$ cat src/khm_pkg.sv
`timescale 1ns / 1ps
// ----------------------------------------------------------------------------
// khm_pkg
// Shared types, constants, microcode table and round function for the
// SipHash-2-4 MAC block.
// ----------------------------------------------------------------------------
package khm_pkg;

  localparam logic [63:0] SIP_C0  = 64'h736f6d6570736575;
  localparam logic [63:0] SIP_C1  = 64'h646f72616e646f6d;
  localparam logic [63:0] SIP_C2  = 64'h6c7967656e657261;
  localparam logic [63:0] SIP_C3  = 64'h7465646279746573;
  localparam logic [63:0] SIP_FIN = 64'h00000000000000ff;

  localparam int unsigned CFG_IDX_W = 2;
  localparam logic [CFG_IDX_W-1:0] REG_KEY_LOW  = 2'd0;
  localparam logic [CFG_IDX_W-1:0] REG_KEY_HIGH = 2'd1;

  typedef logic [2:0] step_t;

  localparam step_t ST_IDLE = 3'd0;
  localparam step_t ST_B1   = 3'd1;
  localparam step_t ST_B2   = 3'd2;
  localparam step_t ST_F1   = 3'd3;
  localparam step_t ST_F2   = 3'd4;
  localparam step_t ST_F3   = 3'd5;
  localparam step_t ST_F4   = 3'd6;
  localparam step_t ST_EMIT = 3'd7;

  typedef enum logic [1:0] {
    BR_NEXT,
    BR_WAIT_IN,
    BR_BLOCK,
    BR_WAIT_OUT
  } branch_t;

  typedef struct packed {
    logic    round;
    logic    xor_in;
    logic    xor_out;
    logic    xor_fin;
    branch_t branch;
    step_t   target;
  } ucode_t;

  // datapath control, one set per cycle
  typedef struct packed {
    logic accept;
    logic round;
    logic xor_in;
    logic xor_out;
    logic xor_fin;
    logic set_tail;
    logic emit;
  } ctrl_t;

  // datapath status seen by the sequencer
  typedef struct packed {
    logic in_valid;
    logic out_busy;
    logic last;
    logic tail;
  } status_t;

  typedef struct packed {
    logic [63:0] a;
    logic [63:0] b;
    logic [63:0] c;
    logic [63:0] d;
  } sip_state_t;

  function automatic ucode_t ucode(input step_t step);
    ucode_t uc;
    uc = '{round: 1'b0, xor_in: 1'b0, xor_out: 1'b0, xor_fin: 1'b0,
           branch: BR_NEXT, target: ST_IDLE};
    case (step)
      ST_IDLE: uc.branch = BR_WAIT_IN;
      ST_B1: begin
        uc.round  = 1'b1;
        uc.xor_in = 1'b1;
      end
      ST_B2: begin
        uc.round   = 1'b1;
        uc.xor_out = 1'b1;
        uc.branch  = BR_BLOCK;
      end
      ST_F1: begin
        uc.round   = 1'b1;
        uc.xor_fin = 1'b1;
      end
      ST_F2, ST_F3, ST_F4: uc.round = 1'b1;
      ST_EMIT: uc.branch = BR_WAIT_OUT;
      default: uc.branch = BR_NEXT;
    endcase
    return uc;
  endfunction

  function automatic logic [63:0] rotl(input logic [63:0] x, input int unsigned r);
    return (x << r) | (x >> (64 - r));
  endfunction

  function automatic sip_state_t sip_round(input sip_state_t s);
    sip_state_t t;
    t = s;
    t.a = t.a + t.b; t.b = rotl(t.b, 13); t.b = t.b ^ t.a; t.a = rotl(t.a, 32);
    t.c = t.c + t.d; t.d = rotl(t.d, 16); t.d = t.d ^ t.c;
    t.a = t.a + t.d; t.d = rotl(t.d, 21); t.d = t.d ^ t.a;
    t.c = t.c + t.b; t.b = rotl(t.b, 17); t.b = t.b ^ t.c; t.c = rotl(t.c, 32);
    return t;
  endfunction

endpackage

$ cat src/khm_seq.sv
`timescale 1ns / 1ps
// ----------------------------------------------------------------------------
// khm_seq
// Microcode sequencer: step counter, control ROM lookup and branch resolution.
// ----------------------------------------------------------------------------
module khm_seq import khm_pkg::*; (
  input  logic    clk,
  input  logic    rst,
  input  status_t status,
  output ctrl_t   ctrl,
  output logic    idle
);

  step_t  step;
  step_t  step_next;
  ucode_t uc;

  always_ff @(posedge clk) begin
    if (rst) begin
      step <= ST_IDLE;
    end else begin
      step <= step_next;
    end
  end

  always_comb begin
    uc            = ucode(step);
    step_next     = step;
    ctrl          = '0;
    ctrl.round    = uc.round;
    ctrl.xor_in   = uc.xor_in;
    ctrl.xor_out  = uc.xor_out;
    ctrl.xor_fin  = uc.xor_fin;
    case (uc.branch)
      BR_NEXT: step_next = step + step_t'(1);
      BR_WAIT_IN: begin
        if (status.in_valid) begin
          ctrl.accept = 1'b1;
          step_next   = step + step_t'(1);
        end
      end
      BR_BLOCK: begin
        // non-last word done; a full last word still owes its tail block
        if (!status.last) begin
          step_next = uc.target;
        end else if (!status.tail) begin
          ctrl.set_tail = 1'b1;
          step_next     = ST_B1;
        end else begin
          step_next = step + step_t'(1);
        end
      end
      BR_WAIT_OUT: begin
        if (!status.out_busy) begin
          ctrl.emit = 1'b1;
          step_next = uc.target;
        end
      end
      default: step_next = ST_IDLE;
    endcase
  end

  assign idle = (step == ST_IDLE);

endmodule

$ cat src/khm_core.sv
`timescale 1ns / 1ps
// ----------------------------------------------------------------------------
// khm_core
// Datapath: key registers, v0..v3 state, one SipRound per cycle, message
// length, block formation and the output register.
// ----------------------------------------------------------------------------
module khm_core import khm_pkg::*; (
  input  logic                 clk,
  input  logic                 rst,
  input  ctrl_t                ctrl,
  output status_t              status,
  input  logic                 in_valid,
  input  logic                 cfg_write,
  input  logic [CFG_IDX_W-1:0] cfg_index,
  input  logic [63:0]          cfg_data,
  input  logic [63:0]          word_data,
  input  logic [3:0]           byte_count,
  input  logic                 last,
  output logic                 out_valid,
  input  logic                 out_ready,
  output logic [63:0]          hash_value
);

  logic [63:0] key_low;
  logic [63:0] key_high;
  sip_state_t  v;
  sip_state_t  v_pre;
  sip_state_t  v_post;
  logic [63:0] word;
  logic [2:0]  tail_cnt;
  logic        last_word;
  logic        tail;
  logic        open;
  logic [7:0]  length_mod;
  logic [7:0]  len_add;
  logic        full_last;
  logic [63:0] tail_bytes;
  logic [63:0] msg;

  always_ff @(posedge clk) begin
    if (rst) begin
      key_low  <= '0;
      key_high <= '0;
    end else if (cfg_write) begin
      case (cfg_index)
        REG_KEY_LOW:  key_low  <= cfg_data;
        REG_KEY_HIGH: key_high <= cfg_data;
        default: ;
      endcase
    end
  end

  assign full_last = (byte_count >= 4'd8);
  assign len_add   = !last ? 8'd8 : (full_last ? 8'd8 : {4'd0, byte_count});

  always_comb begin
    tail_bytes = '0;
    for (int i = 0; i < 7; i++) begin
      if (3'(i) < tail_cnt) tail_bytes[i*8 +: 8] = word[i*8 +: 8];
    end
  end

  assign msg = tail ? (tail_bytes | {length_mod, 56'd0}) : word;

  always_comb begin
    v_pre = v;
    if (ctrl.xor_in)  v_pre.d = v_pre.d ^ msg;
    if (ctrl.xor_fin) v_pre.c = v_pre.c ^ SIP_FIN;
    v_post = sip_round(v_pre);
    if (ctrl.xor_out) v_post.a = v_post.a ^ msg;
  end

  always_ff @(posedge clk) begin
    if (rst) begin
      v          <= '0;
      length_mod <= '0;
      open       <= 1'b0;
      tail       <= 1'b0;
      out_valid  <= 1'b0;
    end else begin
      if (ctrl.accept) begin
        open <= 1'b1;
        // short last word goes straight to the tail block
        tail <= last && !full_last;
        if (!open) begin
          v.a        <= SIP_C0 ^ key_low;
          v.b        <= SIP_C1 ^ key_high;
          v.c        <= SIP_C2 ^ key_low;
          v.d        <= SIP_C3 ^ key_high;
          length_mod <= len_add;
        end else begin
          length_mod <= length_mod + len_add;
        end
      end else if (ctrl.round) begin
        v <= v_post;
      end
      if (ctrl.set_tail) tail <= 1'b1;
      if (ctrl.emit) begin
        out_valid <= 1'b1;
        open      <= 1'b0;
      end else if (out_ready) begin
        out_valid <= 1'b0;
      end
    end
  end

  always_ff @(posedge clk) begin
    if (ctrl.accept) begin
      word      <= word_data;
      last_word <= last;
      tail_cnt  <= (last && !full_last) ? byte_count[2:0] : 3'd0;
    end
    if (ctrl.emit) hash_value <= v.a ^ v.b ^ v.c ^ v.d;
  end

  assign status.in_valid = in_valid;
  assign status.out_busy = out_valid && !out_ready;
  assign status.last     = last_word;
  assign status.tail     = tail;

endmodule

$ cat src/keyed_hash_64bit_mac.sv
`timescale 1ns / 1ps
// ----------------------------------------------------------------------------
// keyed_hash_64bit_mac
// SipHash-2-4 MAC over a stream of 64-bit little-endian message words.
// ----------------------------------------------------------------------------
// Use: write k0 (index 0) and k1 (index 1) on the cfg channel, then send the
// message one word per beat on the input channel, last marking the final
// beat with 0..8 valid bytes in byte_count (values above 8 count as 8).
// One hash beat comes out per message on the output channel.
// Timing: a microcoded sequencer runs one SipRound per cycle through a
// single round unit. A non-last word takes an accept step and two rounds
// (B1, B2). A last word then runs finalization rounds F1..F4 and the emit
// step, after an extra block when it holds 8 bytes. The hash is valid
// the cycle after emit. The new key is picked up at the next message start.
// Reset clears the key, the state and the output valid flag; no clearing
// pass is needed. The output register holds a finished hash while further
// words are absorbed; only a second hash waits, at its emit step, for the
// receiver to take the first.
// ----------------------------------------------------------------------------
module keyed_hash_64bit_mac import khm_pkg::*; (
  input  logic                 clk,
  input  logic                 rst,
  input  logic                 cfg_valid,
  output logic                 cfg_ready,
  input  logic [CFG_IDX_W-1:0] cfg_index,
  input  logic [63:0]          cfg_data,
  input  logic                 in_valid,
  output logic                 in_ready,
  input  logic [63:0]          word_data,
  input  logic [3:0]           byte_count,
  input  logic                 last,
  output logic                 out_valid,
  input  logic                 out_ready,
  output logic [63:0]          hash_value
);

  ctrl_t   ctrl;
  status_t status;
  logic    idle;

  assign cfg_ready = 1'b1;
  assign in_ready  = idle;

  khm_seq u_seq (
    .clk    (clk),
    .rst    (rst),
    .status (status),
    .ctrl   (ctrl),
    .idle   (idle)
  );

  khm_core u_core (
    .clk        (clk),
    .rst        (rst),
    .ctrl       (ctrl),
    .status     (status),
    .in_valid   (in_valid),
    .cfg_write  (cfg_valid && cfg_ready),
    .cfg_index  (cfg_index),
    .cfg_data   (cfg_data),
    .word_data  (word_data),
    .byte_count (byte_count),
    .last       (last),
    .out_valid  (out_valid),
    .out_ready  (out_ready),
    .hash_value (hash_value)
  );

endmodule

$ cat config.mk
export PLATFORM = sky130hd
export DESIGN_NAME = keyed_hash_64bit_mac
export DESIGN_NICKNAME = d
export VERILOG_FILES = /design/src/khm_pkg.sv /design/src/khm_seq.sv /design/src/khm_core.sv /design/src/keyed_hash_64bit_mac.sv
export SDC_FILE = /design/constraint.sdc
export NUM_CORES = 2
export LEC_CHECK = 0
export BUFFER_PORTS_ARGS = -buffer_cell sky130_fd_sc_hd__buf_2
export CORE_ASPECT_RATIO = 1.25
export CORE_UTILIZATION = 55
export CTS_CLUSTER_DIAMETER = 60
export DETAILED_ROUTE_END_ITERATION = 6
export PLACE_DENSITY = 0.71
export SYNTH_ARGS = -nofsm -noshare
export SYNTH_HDL_FRONTEND = slang
export SYNTH_SLANG_ARGS = --single-unit
$ cat constraint.sdc
create_clock -name clk -period 21.8 [get_ports clk]
set_input_delay 3.27 -clock clk [delete_from_list [all_inputs] [get_ports clk]]
set_output_delay 3.27 -clock clk [all_outputs]
set_load 0.01 [all_outputs]
== Yosys cells after proc, flatten, opt, wreduce, memory -nomap -nowiden ==
Index checks and enable logic that the tools add are counted.

* Multiplexer cells: 38
* $lt $le $gt $ge: 8
* Reductions and logical operators: 16
* Equal/unequal tests: 14
* $add $sub $neg: 6
* Bitwise logic cells: 21

{| class="wikitable"
|+ Operator list
! cell !! number
|-
| $mux W256 || 3
|-
| $xor A64 B64 Y64 || 9
|-
| $add A64 B64 Y64 || 4
|-
| $mux W64 || 3
|-
| $or A64 B32 Y64 || 2
|-
| $mux W8 || 10
|-
| $or A56 B64 Y64 || 1
|-
| $or A64 B13 Y64 || 1
|-
| $or A64 B16 Y64 || 1
|-
| $or A64 B17 Y64 || 1
|-
| $or A64 B21 Y64 || 1
|-
| $not A37 Y37 || 1
|-
| $not A35 Y35 || 1
|-
| $not A34 Y34 || 1
|-
| $not A32 Y32 || 1
|-
| $mux W1 || 15
|-
| $eq A3 B3 Y1 const B || 4
|-
| $mux W3 || 4
|-
| $pmux W3 S4 || 1
|-
| $lt A3 B3 Y1 const A || 3
|-
| $add A8 B8 Y8 || 1
|-
| $not A8 Y8 || 1
|-
| $reduce_and A2 Y1 || 4
|-
| $eq A3 B2 Y1 const B || 2
|-
| other kinds (17) || 28
|}

* Output and inout bits: 67
* Register bits: 530
* Bits of input ports: 140
* Word-level logic and storage cells: 118

== Depth between registers and ports, before layout ==
* Depth after elaboration: 13
* Gate-level depth with buffers: 35
* Gate-level depth less buffers: 34

== Hierarchy ==
From an unflattened synthesis, not the netlist that was laid out.

* Cell total of the unflattened synthesis: 4900
* Area, all modules: 39878.2 sq um

{| class="wikitable"
|+ Modules (own cells, without submodules)
! module !! sequential area each (sq um) !! cells each !! area an instance (sq um) !! instances
|-
| khm_core || 11871.4 || 4861 || 39520.4 || 1
|-
| khm_seq || 60.1 || 37 || 346.6 || 1
|-
| keyed_hash_64bit_mac || 0.0 || 2 || 11.3 || 1
|}

== Least setup slack after synthesis ==
OpenSTA, ideal clock, no wires.

* Path type: input to register
* Start point: input out_ready
* End point: register u_core.hash_value[0], enable pin
* Data arrival time: 6477 ps
* Setup slack: 14814 ps
* Stages on the path: 2
* Cell sequence: inv_1 -> a21oi_1

{| class="wikitable"
|+ RTL lines
! element !! line !! text
|-
| start: declaration || keyed_hash_64bit_mac.sv:33 || <nowiki>input logic out_ready,</nowiki>
|-
| end signal: assignment || khm_core.sv:113 || <nowiki>if (ctrl.emit) hash_value <= v.a ^ v.b ^ v.c ^ v.d;</nowiki>
|-
| end: declaration || khm_core.sv:21 || <nowiki>output logic [63:0] hash_value</nowiki>
|}

== Final worst setup path ==
* Start point: register u_seq.step[1]
* End point: register u_core.v[255] (netlist bit)

* Longest elaborated chain between the ends: 10
* Elaborated cells between the ends (all ways): 29
* Those cells by class: add/sub: 2; eq/ne: 9; mux: 11; bitwise: 3; reduce/logical: 4

{| class="wikitable"
|+ Ends and longest elaborated chain
! element !! line !! text
|-
| start: declaration || khm_seq.sv:14 || <nowiki>step_t step;</nowiki>
|-
| start signal: assignment || khm_seq.sv:22 || <nowiki>step <= step_next;</nowiki>
|-
| $eq A3 B2 Y1 / $eq A3 B1 Y1 (equally long branches) || khm_pkg.sv:76 || <nowiki>case (step)</nowiki>
|-
| $mux W1 || khm_pkg.sv:76 ||
|-
| $mux W8 / $mux W64 (equally long branches) || khm_core.sv:68, khm_core.sv:67 ||
|-
| $add A64 B64 Y64 / $or A64 B16 Y64 (equally long branches) || khm_pkg.sv:106, khm_pkg.sv:99 ||
|-
| $xor A64 B64 Y64 || khm_pkg.sv:106 || <nowiki>t.c = t.c + t.d; t.d = rotl(t.d, 16); t.d = t.d ^ t.c;</nowiki>
|-
| $add A64 B64 Y64 || khm_pkg.sv:107 || <nowiki>t.a = t.a + t.d; t.d = rotl(t.d, 21); t.d = t.d ^ t.a;</nowiki>
|-
| $xor A64 B64 Y64 || khm_core.sv:70 || <nowiki>if (ctrl.xor_out) v_post.a = v_post.a ^ msg;</nowiki>
|-
| $mux W64 || khm_core.sv:70 ||
|-
| $mux W256 || khm_core.sv:94 || <nowiki>end else if (ctrl.round) begin</nowiki>
|-
| $mux W256 || khm_core.sv:81 || <nowiki>if (ctrl.accept) begin</nowiki>
|-
| end signal: assignment || khm_core.sv:95 || <nowiki>v <= v_post;</nowiki>
|-
| end: declaration || khm_core.sv:26 || <nowiki>sip_state_t v;</nowiki>
|}

Parallel ways exist; a longest one is shown, timed or not. The select of a mux whose other input is x is not followed.
A chain may end at the register's enable or synchronous reset.

==> summary.md <==
| Metric | Value |
|---|---|
| Global-route wire length before repair | 310500 microns |
| Largest net degree at the start of global routing | 142 |
| Hold Fails Final Rpt | 0 |
| Fill count | 6545 |
| Share of the synthesized area in the top cell type | 19.83% |
| Slew HR | -15.91% |
| Most frequent cells in the layout | nand2_1, a21oi_1, xnor2_1 |
| Cell Rows | 110 |
| Capturing point of the worst reg2reg path | u_core.v[255] |
| Area after DPL | 0.04168 sq mm |
| Synth-to-layout area growth | 9.634% |
| Min Tclk post-route | 10410 ps |
| DR vias/cell | 7.180 |
| Leading area contributor after synthesis | dfxtp_1 |
| Violation count after the first detailed-route iteration | 7793 |
| Final GP Congestion | 1.299 |
| DR WL/cell | 37.96 microns |
| Post-CTS setup buffer count | 0 |
| Synth area leaders | dfxtp_1, xnor2_1, edfxtp_1 |
| Most common cell after layout, fill and taps aside | nand2_1 |
| Ports | 207 |
| Vias in the first global route | 39160 |
| Routed vias | 43570 |
| Clock-pin slew on the worst setup and hold paths | 60 ps |
| Outcome | complete, but fails checks |
| Worst Reg-to-Reg Cells | 31 |
| Total Die Area | 0.07413 sq mm |
| Library cells used by synthesis | 104 |
| Hold WC Path Type | reg -> reg |
| Initial antenna violation count | 11 |
| Met2 usage | 79.54% |
| M1 GR Usage | 67.34% |
| R2R setup slack | 11390 ps |
| Synthesized area | 0.04017 sq mm |
| Final Cell Area | 0.04404 sq mm |
| Max Slew Vio Count | 42 |
| WS Path Type | reg -> reg |
| Setup-failing EPs final | 0 |
| Cts hold-fix bufs | 0 |
| RSZ-0062 raised after global routing | no |
| DRC | 18 |
| Hold Path Depth | 2 |
| Total GRT Usage | 60.33% |
| Kind of end point of the critical path | flop |
| WP data arrival | 10990 ps |
| Register area share after synthesis | 29.70% |
| Asr flop ratio synth | 0% |
| Slew @ Worst Pin | 1726 ps |
| Max FO, Critical Path | 16 |
| Initial Util | 55.70% |
| Post-Route WL | 230300 microns |
| CTS Buf Count | 59 |
| IO buf count | 205 |
| Max-Cap Viols | 15 |
| Min-delay src | u_core.key_high[24] |
| Count of state elements after synthesis | 530 |
| Required time worst endpoint | 22380 ps |
| Highest Clock Rate | 96.06 MHz |
| Core Box Area | 0.07212 sq mm |
| Clk_lat worst skew | 690 ps |
| Cells after Synth | 5047 |
| Fin nets | 5463 |
| Clock Sinks | 530 |
| Clock Tree Root | clkbuf_16 |
| Crit start category | flop |
| Height of the die | 304.2 microns |
| Pre-antenna DRT Iters | 7 |
| Total number of yosys warnings | 0 |
| Setup TNS | 0 ps |
| Clk buf depth | 3 |
| Tcrit/Tclk final | 47.75% |
| Critical Path Max Stage Delay | 1410 ps |
| Total congestion overflow | 0 |
| Htree depth | 2 |
| Mean post-synth cell area | 7.959 sq um |
| Worst reg2reg path startpoint | u_seq.step[1] |
| Slowest library cell on the worst path | xnor2_1 |
| Clock skew | 34.98 ps |
| Final ANT Viol Nets | 0 |
| Post-Syn Nets | 5453 |
| Post-synth EDFFs | 132 |
| Die X | 243.7 microns |
| Most used routing layer | met2 |
| PostCTS Resize Cnt | 0 |
| Endpoint of the worst hold path | u_core.key_high[24] |
| Violated checks | DRC, capacitance limit, slew limit |
| Routing usage on met3 | 33.51% |
| CTS tree | yes |
| Ys flop type | dfxtp_1 |
| Layout cells sized above 1 | 8.970% |
| Hpwl dp | 180600 microns |
-- worst max path at each step --
stage / startpoint / end / slack, ps / cells after the start
final: u_seq.step[1] / u_core.v[255] / 11390 / 31
after floorplan: out_ready / u_core.hash_value[0] / 14810 / 2
after detailed placement: u_seq.step[1] / u_core.v[54] / 12480 / 29
after global placement: u_seq.step[1] / u_core.v[54] / 12470 / 29
after global routing: u_seq.step[1] / u_core.v[255] / 11700 / 32
after CTS: u_seq.step[1] / u_core.v[54] / 12400 / 29
-- per-stage QoR --
stage	utilization, %	hold WS [ps]	setup slack (ps)	instances
floorplan	-	429.1	14810	5047
global placement	57.79	439.5	12470	5942
detailed placement	57.79	447.4	12480	5942
CTS	60.69	457.1	12400	6052
global route	61.04	475.7	11700	6060
finish	61.07	457.9	11390	6068
-- synth_stat cells, types with 56 or more instances --
library cell    n
nand2_1       748
a21oi_1       586
xnor2_1       456
dfxtp_1       398
nor2_1        372
xor2_1        305
o21ai_0       280
ha_1          261
clkbuf_1      249
a21o_1        154
edfxtp_1      132
inv_1         109
nor3_1        100
nand4_1        81
o21bai_1       68
a211oi_1       58
nand3_1        56
-- layer usage --
metal / share of wire, % / vias to the layer above / routed length, microns
met3: 17 / 1188 / 40230
met1: 32 / 20430 / 74660
met2: 37 / 4107 / 85780
met5: 0.17 / - / 388
met4: 13 / 10 / 29270
li1: - / 17840 / -
-- flip-flops by register name, summed over array words and instances, names as in the netlist --
name,count
u_core.key_high,64
u_core.hash_value,64
u_core.length_mod,8
u_core.key_low,64
u_core.word,64
u_core.v,256
u_core.tail_cnt,3
u_core.out_valid,1
u_core.open,1
u_core.tail,1
u_seq.step,3
u_core.last_word,1
-- cells by family (layout without fill, tap and decap cells) --
| logic type | count (synthesis) | count (layout) | share of synthesized area [%] |
|---|---|---|---|
| AOI/OAI and AO/OA | 1510 | 1510 | 23.62 |
| xor gates and xnor gates | 774 | 774 | 17.22 |
| adders and majority gates | 266 | 266 | 8.379 |
| buffers and inverters | 419 | 478 | 4.015 |
| DFF | 530 | 530 | 29.70 |
| muxes | 23 | 23 | 0.5793 |
| other | 1 | 11 | 0.009335 |
| and+or+nand+nor | 1524 | 1524 | 16.47 |
-- layout make-up --
class                           count  area (sq um)  area share [%]
Inverter                          110         420.4          0.9546
Clock inverter                     35         426.7          0.9688
Clock buffer                       75          1660           3.770
Sequential cell                   530         11930           27.09
Timing Repair Buffer              258          1496           3.398
Multi-Input combinational cell   4098         26890           61.05
Antenna cell                       10         25.02         0.05682
Tap cell                          952          1191           2.705
-- critical path, delay by kind of cell, from the launching register on --
family / cells / cell delay [ps]
flops: 1 / 360
xor+xnor: 5 / 2870
buf+inv: 3 / 460
fa+ha+maj: 3 / 1220
compound gates: 10 / 2820
simple gates: 10 / 2550
Power is left out: the tool's default activity adds up to more than one toggle a clock period on the data nets, which glitch-free logic cannot reach.
